<file path="config.mk">
export PLATFORM = sky130hd
export DESIGN_NAME = ascii_line_receiver_sum_check
export DESIGN_NICKNAME = d
export VERILOG_FILES = /design/src/rtl/alrsc_pkg.sv /design/src/rtl/alrsc_sum_check.sv /design/src/rtl/ascii_line_receiver_sum_check.sv
export SDC_FILE = /design/constraint.sdc
export NUM_CORES = 1
export LEC_CHECK = 0
export BUFFER_PORTS_ARGS = -buffer_cell sky130_fd_sc_hd__buf_2
export CORE_AREA = 4 4 134 168
export DETAILED_ROUTE_END_ITERATION = 8
export DIE_AREA = 0 0 138 172
export PLACE_DENSITY = 0.48
export SYNTH_ARGS = -nofsm -noshare
export SYNTH_HDL_FRONTEND = slang
export SYNTH_SLANG_ARGS = --single-unit
</file>
<file path="constraint.sdc">
create_clock -name i_clk -period 5.2 [get_ports i_clk]
set_clock_uncertainty 0.15 [all_clocks]
set_input_delay 1.3 -clock i_clk [delete_from_list [all_inputs] [get_ports i_clk]]
set_output_delay 1.3 -clock i_clk [all_outputs]
set_load 0.01 [all_outputs]
</file>
<file path="src/rtl/alrsc_pkg.sv">
package alrsc_pkg;

    typedef enum logic [2:0] {
        ST_OK       = 3'd0,
        ST_TIMEOUT  = 3'd1,
        ST_GAP      = 3'd2,
        ST_OVERFLOW = 3'd3,
        ST_SHORT    = 3'd4,
        ST_BADSUM   = 3'd5
    } t_status;

    typedef enum logic [1:0] {
        REG_END_CHAR      = 2'd0,
        REG_CHECKSUM_ON   = 2'd1,
        REG_TIMEOUT_TICKS = 2'd2
    } t_reg_index;

    localparam logic       KIND_PAYLOAD = 1'b0;
    localparam logic       KIND_STATUS  = 1'b1;
    localparam logic       REQ_BYTE     = 1'b0;
    localparam logic       REQ_TICK     = 1'b1;
    localparam logic [7:0] END_CHAR_RST = 8'd13;
    localparam logic [14:0] TIMEOUT_MAX = 15'h7FFF;

    typedef struct packed {
        logic       req_type;
        logic [7:0] rx_byte;
    } t_in_item;

    typedef struct packed {
        logic       out_kind;
        logic [7:0] out_byte;
        t_status    status;
        logic [7:0] line_length;
    } t_out_item;

    // Bit 4 set means the byte is not a hex digit.
    function automatic logic [4:0] hex_val(input logic [7:0] c);
        logic [4:0] v;
        v = 5'h10;
        if (c >= 8'h30 && c <= 8'h39) begin
            v = 5'(c - 8'h30);
        end else if (c >= 8'h41 && c <= 8'h46) begin
            v = 5'(c - 8'h37);
        end else if (c >= 8'h61 && c <= 8'h66) begin
            v = 5'(c - 8'h57);
        end
        return v;
    endfunction

endpackage

</file>
<file path="src/rtl/alrsc_sum_check.sv">
module alrsc_sum_check
    import alrsc_pkg::*;
(
    input  logic [7:0] i_hi_char,
    input  logic [7:0] i_lo_char,
    input  logic [7:0] i_sum,
    output logic       o_match
);

    logic [4:0] hi;
    logic [4:0] lo;

    always_comb begin
        hi      = hex_val(i_hi_char);
        lo      = hex_val(i_lo_char);
        o_match = !hi[4] && !lo[4] && ({hi[3:0], lo[3:0]} == i_sum);
    end

endmodule

</file>
<file path="src/rtl/ascii_line_receiver_sum_check.sv">
// Deframes ASCII lines from a stream of received bytes and idle ticks. Every
// line byte is passed on as a payload beat; a line ends in one status beat
// (ok, timeout, gap, overflow, too short or checksum bad). In checksum mode
// the last two line bytes are held back and checked as a hex 8-bit sum. One
// input beat can be taken in every cycle; the only stall is a result waiting
// in the one-deep output register.

module ascii_line_receiver_sum_check
    import alrsc_pkg::*;
#(
    parameter int MAX_LINE = 128
) (
    input  logic       i_clk,
    input  logic       i_rst_n,
    input  logic       i_in_valid,
    output logic       o_in_ready,
    input  t_in_item   i_in_data,
    output logic       o_out_valid,
    input  logic       i_out_ready,
    output t_out_item  o_out_data,
    input  logic       i_cfg_wr_en,
    input  logic [1:0] i_cfg_index,
    input  logic [14:0] i_cfg_data
);

    localparam int CW = $clog2(MAX_LINE + 1);

    logic [7:0]    r_end_char;
    logic          r_checksum_on;
    logic [14:0]   r_timeout_ticks;

    logic          r_in_line,     n_in_line;
    logic [14:0]   r_idle_count,  n_idle_count;
    logic [CW-1:0] r_byte_count,  n_byte_count;
    logic [7:0]    r_running_sum, n_running_sum;
    logic [7:0]    r_held0,       n_held0;
    logic [7:0]    r_held1,       n_held1;

    logic          r_out_valid;
    t_out_item     r_out_data;

    logic          accept;
    logic          emit;
    t_out_item     result;
    logic          sum_match;
    logic [14:0]   limit;
    logic [14:0]   idle_inc;
    logic [CW-1:0] delivered;

    alrsc_sum_check u_sum_check (
        .i_hi_char (r_held0),
        .i_lo_char (r_held1),
        .i_sum     (r_running_sum),
        .o_match   (sum_match)
    );

    assign o_in_ready  = !r_out_valid || i_out_ready;
    assign accept      = i_in_valid && o_in_ready;
    assign o_out_valid = r_out_valid;
    assign o_out_data  = r_out_data;

    always_ff @(posedge i_clk) begin
        if (!i_rst_n) begin
            r_end_char      <= END_CHAR_RST;
            r_checksum_on   <= 1'b1;
            r_timeout_ticks <= '0;
        end else if (i_cfg_wr_en) begin
            unique case (i_cfg_index)
                REG_END_CHAR:      r_end_char      <= i_cfg_data[7:0];
                REG_CHECKSUM_ON:   r_checksum_on   <= i_cfg_data[0];
                REG_TIMEOUT_TICKS: r_timeout_ticks <= i_cfg_data;
                default: ;
            endcase
        end
    end

    always_comb begin
        limit    = (r_timeout_ticks == '0) ? TIMEOUT_MAX : r_timeout_ticks;
        idle_inc = r_idle_count + 15'd1;
        if (r_checksum_on) begin
            delivered = (r_byte_count >= CW'(2)) ? r_byte_count - CW'(2) : '0;
        end else begin
            delivered = r_byte_count;
        end

        n_in_line     = r_in_line;
        n_idle_count  = r_idle_count;
        n_byte_count  = r_byte_count;
        n_running_sum = r_running_sum;
        n_held0       = r_held0;
        n_held1       = r_held1;
        emit          = 1'b0;
        result        = '{out_kind: KIND_STATUS, out_byte: 8'd0, status: ST_OK,
                          line_length: 8'd0};

        if (r_in_line && r_byte_count >= CW'(MAX_LINE)) begin
            emit               = 1'b1;
            result.status      = ST_OVERFLOW;
            result.line_length = 8'(delivered);
        end else if (i_in_data.req_type == REQ_TICK) begin
            if (r_in_line) begin
                emit               = 1'b1;
                result.status      = ST_GAP;
                result.line_length = 8'(delivered);
            end else if (idle_inc >= limit) begin
                emit          = 1'b1;
                result.status = ST_TIMEOUT;
                n_idle_count  = '0;
            end else begin
                n_idle_count = idle_inc;
            end
        end else if (i_in_data.rx_byte == r_end_char) begin
            emit = 1'b1;
            if (!r_checksum_on) begin
                result.line_length = 8'(r_byte_count);
            end else if (r_byte_count < CW'(2)) begin
                result.status = ST_SHORT;
            end else begin
                result.status      = sum_match ? ST_OK : ST_BADSUM;
                result.line_length = 8'(r_byte_count - CW'(2));
            end
        end else begin
            n_in_line    = 1'b1;
            n_idle_count = '0;
            n_byte_count = r_byte_count + CW'(1);
            if (r_checksum_on) begin
                if (r_byte_count < CW'(2)) begin
                    if (r_byte_count[0]) begin
                        n_held1 = i_in_data.rx_byte;
                    end else begin
                        n_held0 = i_in_data.rx_byte;
                    end
                end else begin
                    emit               = 1'b1;
                    result.out_kind    = KIND_PAYLOAD;
                    result.out_byte    = r_held0;
                    result.line_length = 8'(r_byte_count - CW'(1));
                    n_held0            = r_held1;
                    n_held1            = i_in_data.rx_byte;
                    n_running_sum      = r_running_sum + r_held0;
                end
            end else begin
                emit               = 1'b1;
                result.out_kind    = KIND_PAYLOAD;
                result.out_byte    = i_in_data.rx_byte;
                result.line_length = 8'(r_byte_count + CW'(1));
                n_running_sum      = r_running_sum + i_in_data.rx_byte;
            end
        end

        // Every status beat other than a timeout closes the line.
        if (emit && result.out_kind == KIND_STATUS && result.status != ST_TIMEOUT) begin
            n_in_line     = 1'b0;
            n_idle_count  = '0;
            n_byte_count  = '0;
            n_running_sum = '0;
            n_held0       = '0;
            n_held1       = '0;
        end
    end

    always_ff @(posedge i_clk) begin
        if (!i_rst_n) begin
            r_in_line     <= 1'b0;
            r_idle_count  <= '0;
            r_byte_count  <= '0;
            r_running_sum <= '0;
            r_held0       <= '0;
            r_held1       <= '0;
            r_out_valid   <= 1'b0;
        end else begin
            if (accept) begin
                r_in_line     <= n_in_line;
                r_idle_count  <= n_idle_count;
                r_byte_count  <= n_byte_count;
                r_running_sum <= n_running_sum;
                r_held0       <= n_held0;
                r_held1       <= n_held1;
            end
            if (accept && emit) begin
                r_out_valid <= 1'b1;
            end else if (i_out_ready) begin
                r_out_valid <= 1'b0;
            end
        end
    end

    always_ff @(posedge i_clk) begin
        if (accept && emit) begin
            r_out_data <= result;
        end
    end

endmodule

</file>
== After elaboration in Yosys (flattened, before gate mapping) ==
Index checks and enable logic that the tools add are counted.

* Flip-flop bits (word level): 93
* Bits in latches: 0
* RAM bits: 0
* ROM bits: 0
* Output and inout bits: 22
* Memories kept: 0

* Add/subtract/negate cells: 12
* Multipliers: 0
* Div/mod/pow operators: 0
* $lt $le $gt $ge: 16
* Equality and inequality tests: 13
* Shift operators: 0
* Muxes and demuxes: 71
* Bitwise logic cells: 0
* Reduce and logical (&&, ||, !) cells: 30

{| class="wikitable"
|+ Operator list
! cell !! number
|-
| $mux W8 || 32
|-
| $mux W15 || 7
|-
| $mux W9 || 5
|-
| $ge A8 B7 Y1 const B || 4
|-
| $le A8 B7 Y1 const B || 4
|-
| $mux W5 || 6
|-
| $sub A5 B5 Y5 const B || 6
|-
| $mux W11 || 2
|-
| $add A8 B8 Y8 || 2
|-
| $eq A8 B8 Y1 || 2
|-
| $ge A8 B6 Y1 const B || 2
|-
| $le A8 B6 Y1 const B || 2
|-
| $add A15 B1 Y15 const B || 1
|-
| $ge A15 B15 Y1 || 1
|-
| $logic_not A15 Y1 || 1
|-
| $ne A3 B2 Y1 const B || 5
|-
| $mux W1 || 14
|-
| $logic_and A1 B1 Y1 || 13
|-
| $mux W3 || 4
|-
| $reduce_and A6 Y1 || 2
|-
| $add A8 B1 Y8 const B || 1
|-
| $ge A8 B2 Y1 const B || 1
|-
| $ge A8 B8 Y1 const B || 1
|-
| $lt A8 B2 Y1 const B || 1
|-
| other kinds (15) || 23
|}

== Longest topological paths before layout ==
* Depth after elaboration: 18
* Depth in mapped cells: 15
* Gate-level depth less buffers: 13

== Cells and area by module ==
Synthesis repeated with hierarchy kept, for this count alone.

* Cells, all modules: 684
* Area, all modules: 5869.4 µm²

{| class="wikitable"
|+ By module, submodules not included
! module !! instances !! cells each !! area an instance (µm²)
|-
| ascii_line_receiver_sum_check || 1 || 624 || 5367.6
|-
| alrsc_sum_check || 1 || 60 || 501.7
|}

== Least setup slack after synthesis ==
Ideal clock, no wire load.

* Path type: reg-to-reg
* From: register r_timeout_ticks[9]
* To: register r_out_data (netlist bit o_out_data[0]), enable pin
* Data arrival time: 4.133 ns
* Setup slack: 0.489 ns
* Stages on the path, launching flop included: 15
* Buffers on the path: 3
* Period minus slack after synthesis: 4.711 ns
* Path through: dfxtp_1 > nor4_1 > and4_1 > clkbuf_1 > clkbuf_1 > nor2_1 > ha_1 > nand2_1 > o21ai_0 > o2111a_1 > o41a_1 > o21a_1 > nor2_1 > buf_2 > a211oi_1

* Word-level cells in the longest chain between the ends: 8

{| class="wikitable"
|+ Ends and longest elaborated chain
! item !! line !! source
|-
| start: declaration || ascii_line_receiver_sum_check.sv:30 || <nowiki>logic [14:0] r_timeout_ticks;</nowiki>
|-
| start signal: assignment || ascii_line_receiver_sum_check.sv:71 || <nowiki>REG_TIMEOUT_TICKS: r_timeout_ticks <= i_cfg_data;</nowiki>
|-
| $logic_not A15 Y1 || ascii_line_receiver_sum_check.sv:78 || <nowiki>limit = (r_timeout_ticks == '0) ? TIMEOUT_MAX : r_timeout_ticks;</nowiki>
|-
| $mux W15 (*) || ascii_line_receiver_sum_check.sv:78 ||
|-
| $ge A15 B15 Y1 (*) || ascii_line_receiver_sum_check.sv:105 || <nowiki>end else if (idle_inc >= limit) begin</nowiki>
|-
| $mux W1 (*) || ascii_line_receiver_sum_check.sv:105 ||
|-
| $mux W1 (*) || ascii_line_receiver_sum_check.sv:101 || <nowiki>if (r_in_line) begin</nowiki>
|-
| $mux W1 (*) || ascii_line_receiver_sum_check.sv:100 || <nowiki>end else if (i_in_data.req_type == REQ_TICK) begin</nowiki>
|-
| $mux W1 (*) || ascii_line_receiver_sum_check.sv:96 || <nowiki>if (r_in_line && r_byte_count >= CW'(MAX_LINE)) begin</nowiki>
|-
| $logic_and A1 B1 Y1 (*) || ascii_line_receiver_sum_check.sv:189 || <nowiki>if (accept && emit) begin</nowiki>
|-
| end signal: assignment || ascii_line_receiver_sum_check.sv:190 || <nowiki>r_out_data <= result;</nowiki>
|-
| end: declaration || ascii_line_receiver_sum_check.sv:40 || <nowiki>t_out_item r_out_data;</nowiki>
|}

Every way passes the cells marked *; elsewhere a longest branch is shown, timed or not.
A chain may end at the register's enable or synchronous reset.

== Worst setup path in the final report ==
* From: register r_idle_count[0]
* To: register r_out_data (netlist bit o_out_data[16]), enable pin

* Word-level cells in the longest chain between the ends: 7

{| class="wikitable"
|+ Ends and longest elaborated chain
! item !! line !! source
|-
| start: declaration || ascii_line_receiver_sum_check.sv:33 || <nowiki>logic [14:0] r_idle_count, n_idle_count;</nowiki>
|-
| start signal: assignment || ascii_line_receiver_sum_check.sv:174 || <nowiki>r_idle_count <= n_idle_count;</nowiki>
|-
| $add A15 B1 Y15 || ascii_line_receiver_sum_check.sv:79 || <nowiki>idle_inc = r_idle_count + 15'd1;</nowiki>
|-
| $ge A15 B15 Y1 || ascii_line_receiver_sum_check.sv:105 ||
|-
| $mux W1 || ascii_line_receiver_sum_check.sv:105 ||
|-
| $mux W1 || ascii_line_receiver_sum_check.sv:101 ||
|-
| $mux W1 || ascii_line_receiver_sum_check.sv:100 ||
|-
| $mux W1 || ascii_line_receiver_sum_check.sv:96 ||
|-
| $logic_and A1 B1 Y1 || ascii_line_receiver_sum_check.sv:189 ||
|}

Every way passes these cells.

==> impl_metrics.ini <==
[status]
outcome = complete, no violations

[final_layout]
multi_input_area_sq_um = 3720
area_delta_synth_final_pct = 13.5
nets = 826
n_antenna_cell = 0
register_area_sq_um = 2060
post_route_cells_drive_above_1_share_pct = 12.3
final_common_cell = nand2_1
fill_cells = 2241
final_cell_mix = nand2_1, nor2_1, dfxtp_1
utilization_pct = 32.7

[synth]
ys_seq_area_share_pct = 34.4
synth_compound_area_share_pct = 21.4
synth-simple-area-share_pct = 23.4
synth-xor-area-share_pct = 5.26
synth_fp_nets = 793
postSynthAreaPerCell_sq_um = 8.28
yosysWarnings = 0
yosysUniqueCellTypes = 81
synthCells = 724
yosys_most_used_dff = dfxtp_1
synth-adder-area-share_pct = 8.06
synth_top_family_by_area = simple AND/OR/NAND/NOR gates
synthMuxAreaShare_pct = 3.69
synthArstFlopShare_pct = 0
synth-edff-count = 20
netlist_area_sq_um = 6000
ys_ff_latch = 93

[timing]
drv_slew = 0
hold_viol_final = 0
finalSetupViolCount = 0
rsz0062_at_grt = false
fmax_mhz = 241
tns_ns = 0
worst_slew_pin_slew_ns = 1.05
relSlewSlack_pct = 29.8
fin_crit_ns = 4.16
final.period_utilization_pct = 79.9

[setup_path]
crit_arrival_ns = 3.98
cp-end-kind = register
max_stage_delay_ns = 0.88
r2r-end = o_out_data[16]
crit_fanout = 20
worstPathCellList = ha_1 > and3_1 > nand2_1 > o21ai_0 > nand2_1 > ha_1 > nand2_1 > o21ai_0 > o2111a_1 > o41a_1 > o21a_1 > nor2_1 > a211oi_4
cp_data_required_time_ns = 5.03
regToRegStartpoint = r_idle_count[0]
critPathKind = reg2reg
ff2ff_path_depth = 13
crit_top_cell = nand2_1
startpoint_type = register
crit_slowest_cell = a211oi_4
regToRegSetupSlack_ns = 1.04
crit_path_start = r_idle_count[0]

[routing]
first_iter_violations = 479
routed_wl_mm = 17.2
viasPerCell = 5.16
vias = 5348
drt_first_pass_iters = 5
wire_per_inst_microns = 16.6
drc = 0
antenna_left = 0

[clocking]
cts_root_buffer = clkbuf_16
ctsHoldBuffers = 0
clk_path_buf_depth = 2
post_cts_resized = 0
clk_pin_slew_worst_paths_ns = 0.08
cts_tree = done
post_cts_buffers = 0
numCtsBuffers = 9
cts_max_level = 3
clock-sinks = 93
insertion_delay_ns = 0.36

[power_and_ir_drop]
intPower_w = 0.00120
p_sw_w = 0.000519
p_clk_share_pct = 39.6
leakage_nw = 2.66
seqPwrFrac_pct = 45.7
power_density_nw_per_um2 = 252
power.share.combinational_pct = 14.7
irDropWorstVdd_mv = 0.136
switching_share_pct = 30.3

[die]
pin_count = 53
die_w_microns = 138
start_util_pct = 28.8
die_y_microns = 172
num_rows = 59
design.core.area_sq_um = 20800
dieArea_sq_um = 23700

[place]
portBuffers = 52
hpwlAfterDp_mm = 13.1
routabilityCongestion = 0.843

[global_route]
antenna_found_initial = 0
overflow = 0
grt_pass1_vias = 5091
grt_max_degree = 55
grt_pass1_wl_mm = 27.5
grtUsageTotal_pct = 14.3

[worst_hold_path]
hp-start = r_timeout_ticks[5]
min_to = r_timeout_ticks[5]
hold-path-cell-count = 2
worstHoldPathType = reg2reg

[run]
maxCapViolCount = 0
-- cells in the mapped netlist, types with 5 or more instances --
master      n  area share (%)
nand2_1    94             5.9
o21bai_1    5            0.63
a21o_1      9             1.1
clkbuf_1   28             1.8
nand2b_1   14             1.5
inv_1      17             1.1
a31oi_1     6            0.63
nand4_1     6            0.63
buf_2       5            0.42
mux2i_1    21             3.5
o211ai_1    8             1.0
a2bb2oi_1   6            0.88
edfxtp_1   20              10
xor2_1      9             1.3
ha_1       37             7.7
or3_1       7            0.73
a21oi_1    63             5.3
nand3_1    21             1.8
o21ai_0    25             2.1
a22oi_1    10             1.3
nor2b_1    12             1.3
a32o_1     10             1.7
nor3_1     22             1.8
and3_1      5            0.52
xnor2_1    27             3.9
nor2_1     81             5.1
dfxtp_1    73              24
-- how the worst max path moves through the flow --
| stage | end | slack, ns | cells past startpoint |
|---|---|---|---|
| finish | o_out_data[16] | 1.04 | 13 |
| global placement | o_out_data[15] | 1.15 | 13 |
| floorplan | o_out_data[0] | 0.49 | 14 |
| global route | o_out_data[1] | 0.56 | 13 |
| CTS | o_out_data[1] | 0.96 | 13 |
| detailed placement | o_out_data[12] | 0.99 | 13 |
-- metrics by stage --
stage | cell area [sq um] | hold WS, ns | setup WS, ns | power [W] | instances
finish | 6810 | 0.326 | 1.04 | 0.00171 | 1036
floorplan | 6000 | 0.295 | 0.489 | 0.000972 | 724
CTS | 6810 | 0.326 | 0.956 | 0.00175 | 1036
detailed placement | 6510 | 0.313 | 0.994 | 0.00105 | 1020
global route | 6810 | 0.350 | 0.562 | 0.00180 | 1036
global placement | 6510 | 0.313 | 1.15 | 0.00106 | 1020
-- cell type report --
class,instances,area share (%)
Clock buffer,9,3.31
Multi-Input combinational cell,575,54.6
Inverter,19,1.05
Timing Repair Buffer,59,4.60
Clock inverter,7,1.08
Sequential cell,93,30.3
Tap cell,274,5.04
-- logic make-up (layout without fill, tap and decap cells) --
logic type,after synthesis,after routing
and+or+nand+nor,291,291
AOI/OAI and AO/OA,188,188
DFF,93,93
buffers and inverters,56,94
adders and majority gates,38,38
xor gates and xnor gates,36,36
muxes,22,22
-- flip-flops by register name (all words and copies together) (netlist names), 8 cells and up --
register,flops
o_out_data,20
r_idle_count,15
r_timeout_ticks,15
r_byte_count,8
r_end_char,8
r_held0,8
r_held1,8
r_running_sum,8
-- power by group through the flow --
stage                     sequential, W  clock, W  combinational (W)
after global placement         0.000801         0           0.000256
after detailed placement       0.000800         0           0.000254
final                          0.000783  0.000679           0.000252
after CTS                      0.000784  0.000706           0.000255
after global routing           0.000787  0.000732           0.000285
after floorplan                0.000791         0           0.000181
-- critical path: cells and delay by family, from the launching register on --
family / cells / cell delay, ns
AO/OA/AOI/OAI: 6 / 1.92
flip-flops: 1 / 0.42
AND/OR/NAND/NOR: 5 / 0.71
adder cells (fa/ha/maj): 2 / 0.56
-- per-layer routing --
layer	wire length [microns]	up-vias	global-route usage (%)
met3	558	26	2.32
met4	282	0	4.47
li1	-	2687	-
met5	0	-	0
met1	7690	2540	17.8
met2	8680	95	25.5
(Power assumes the default switching activity.)
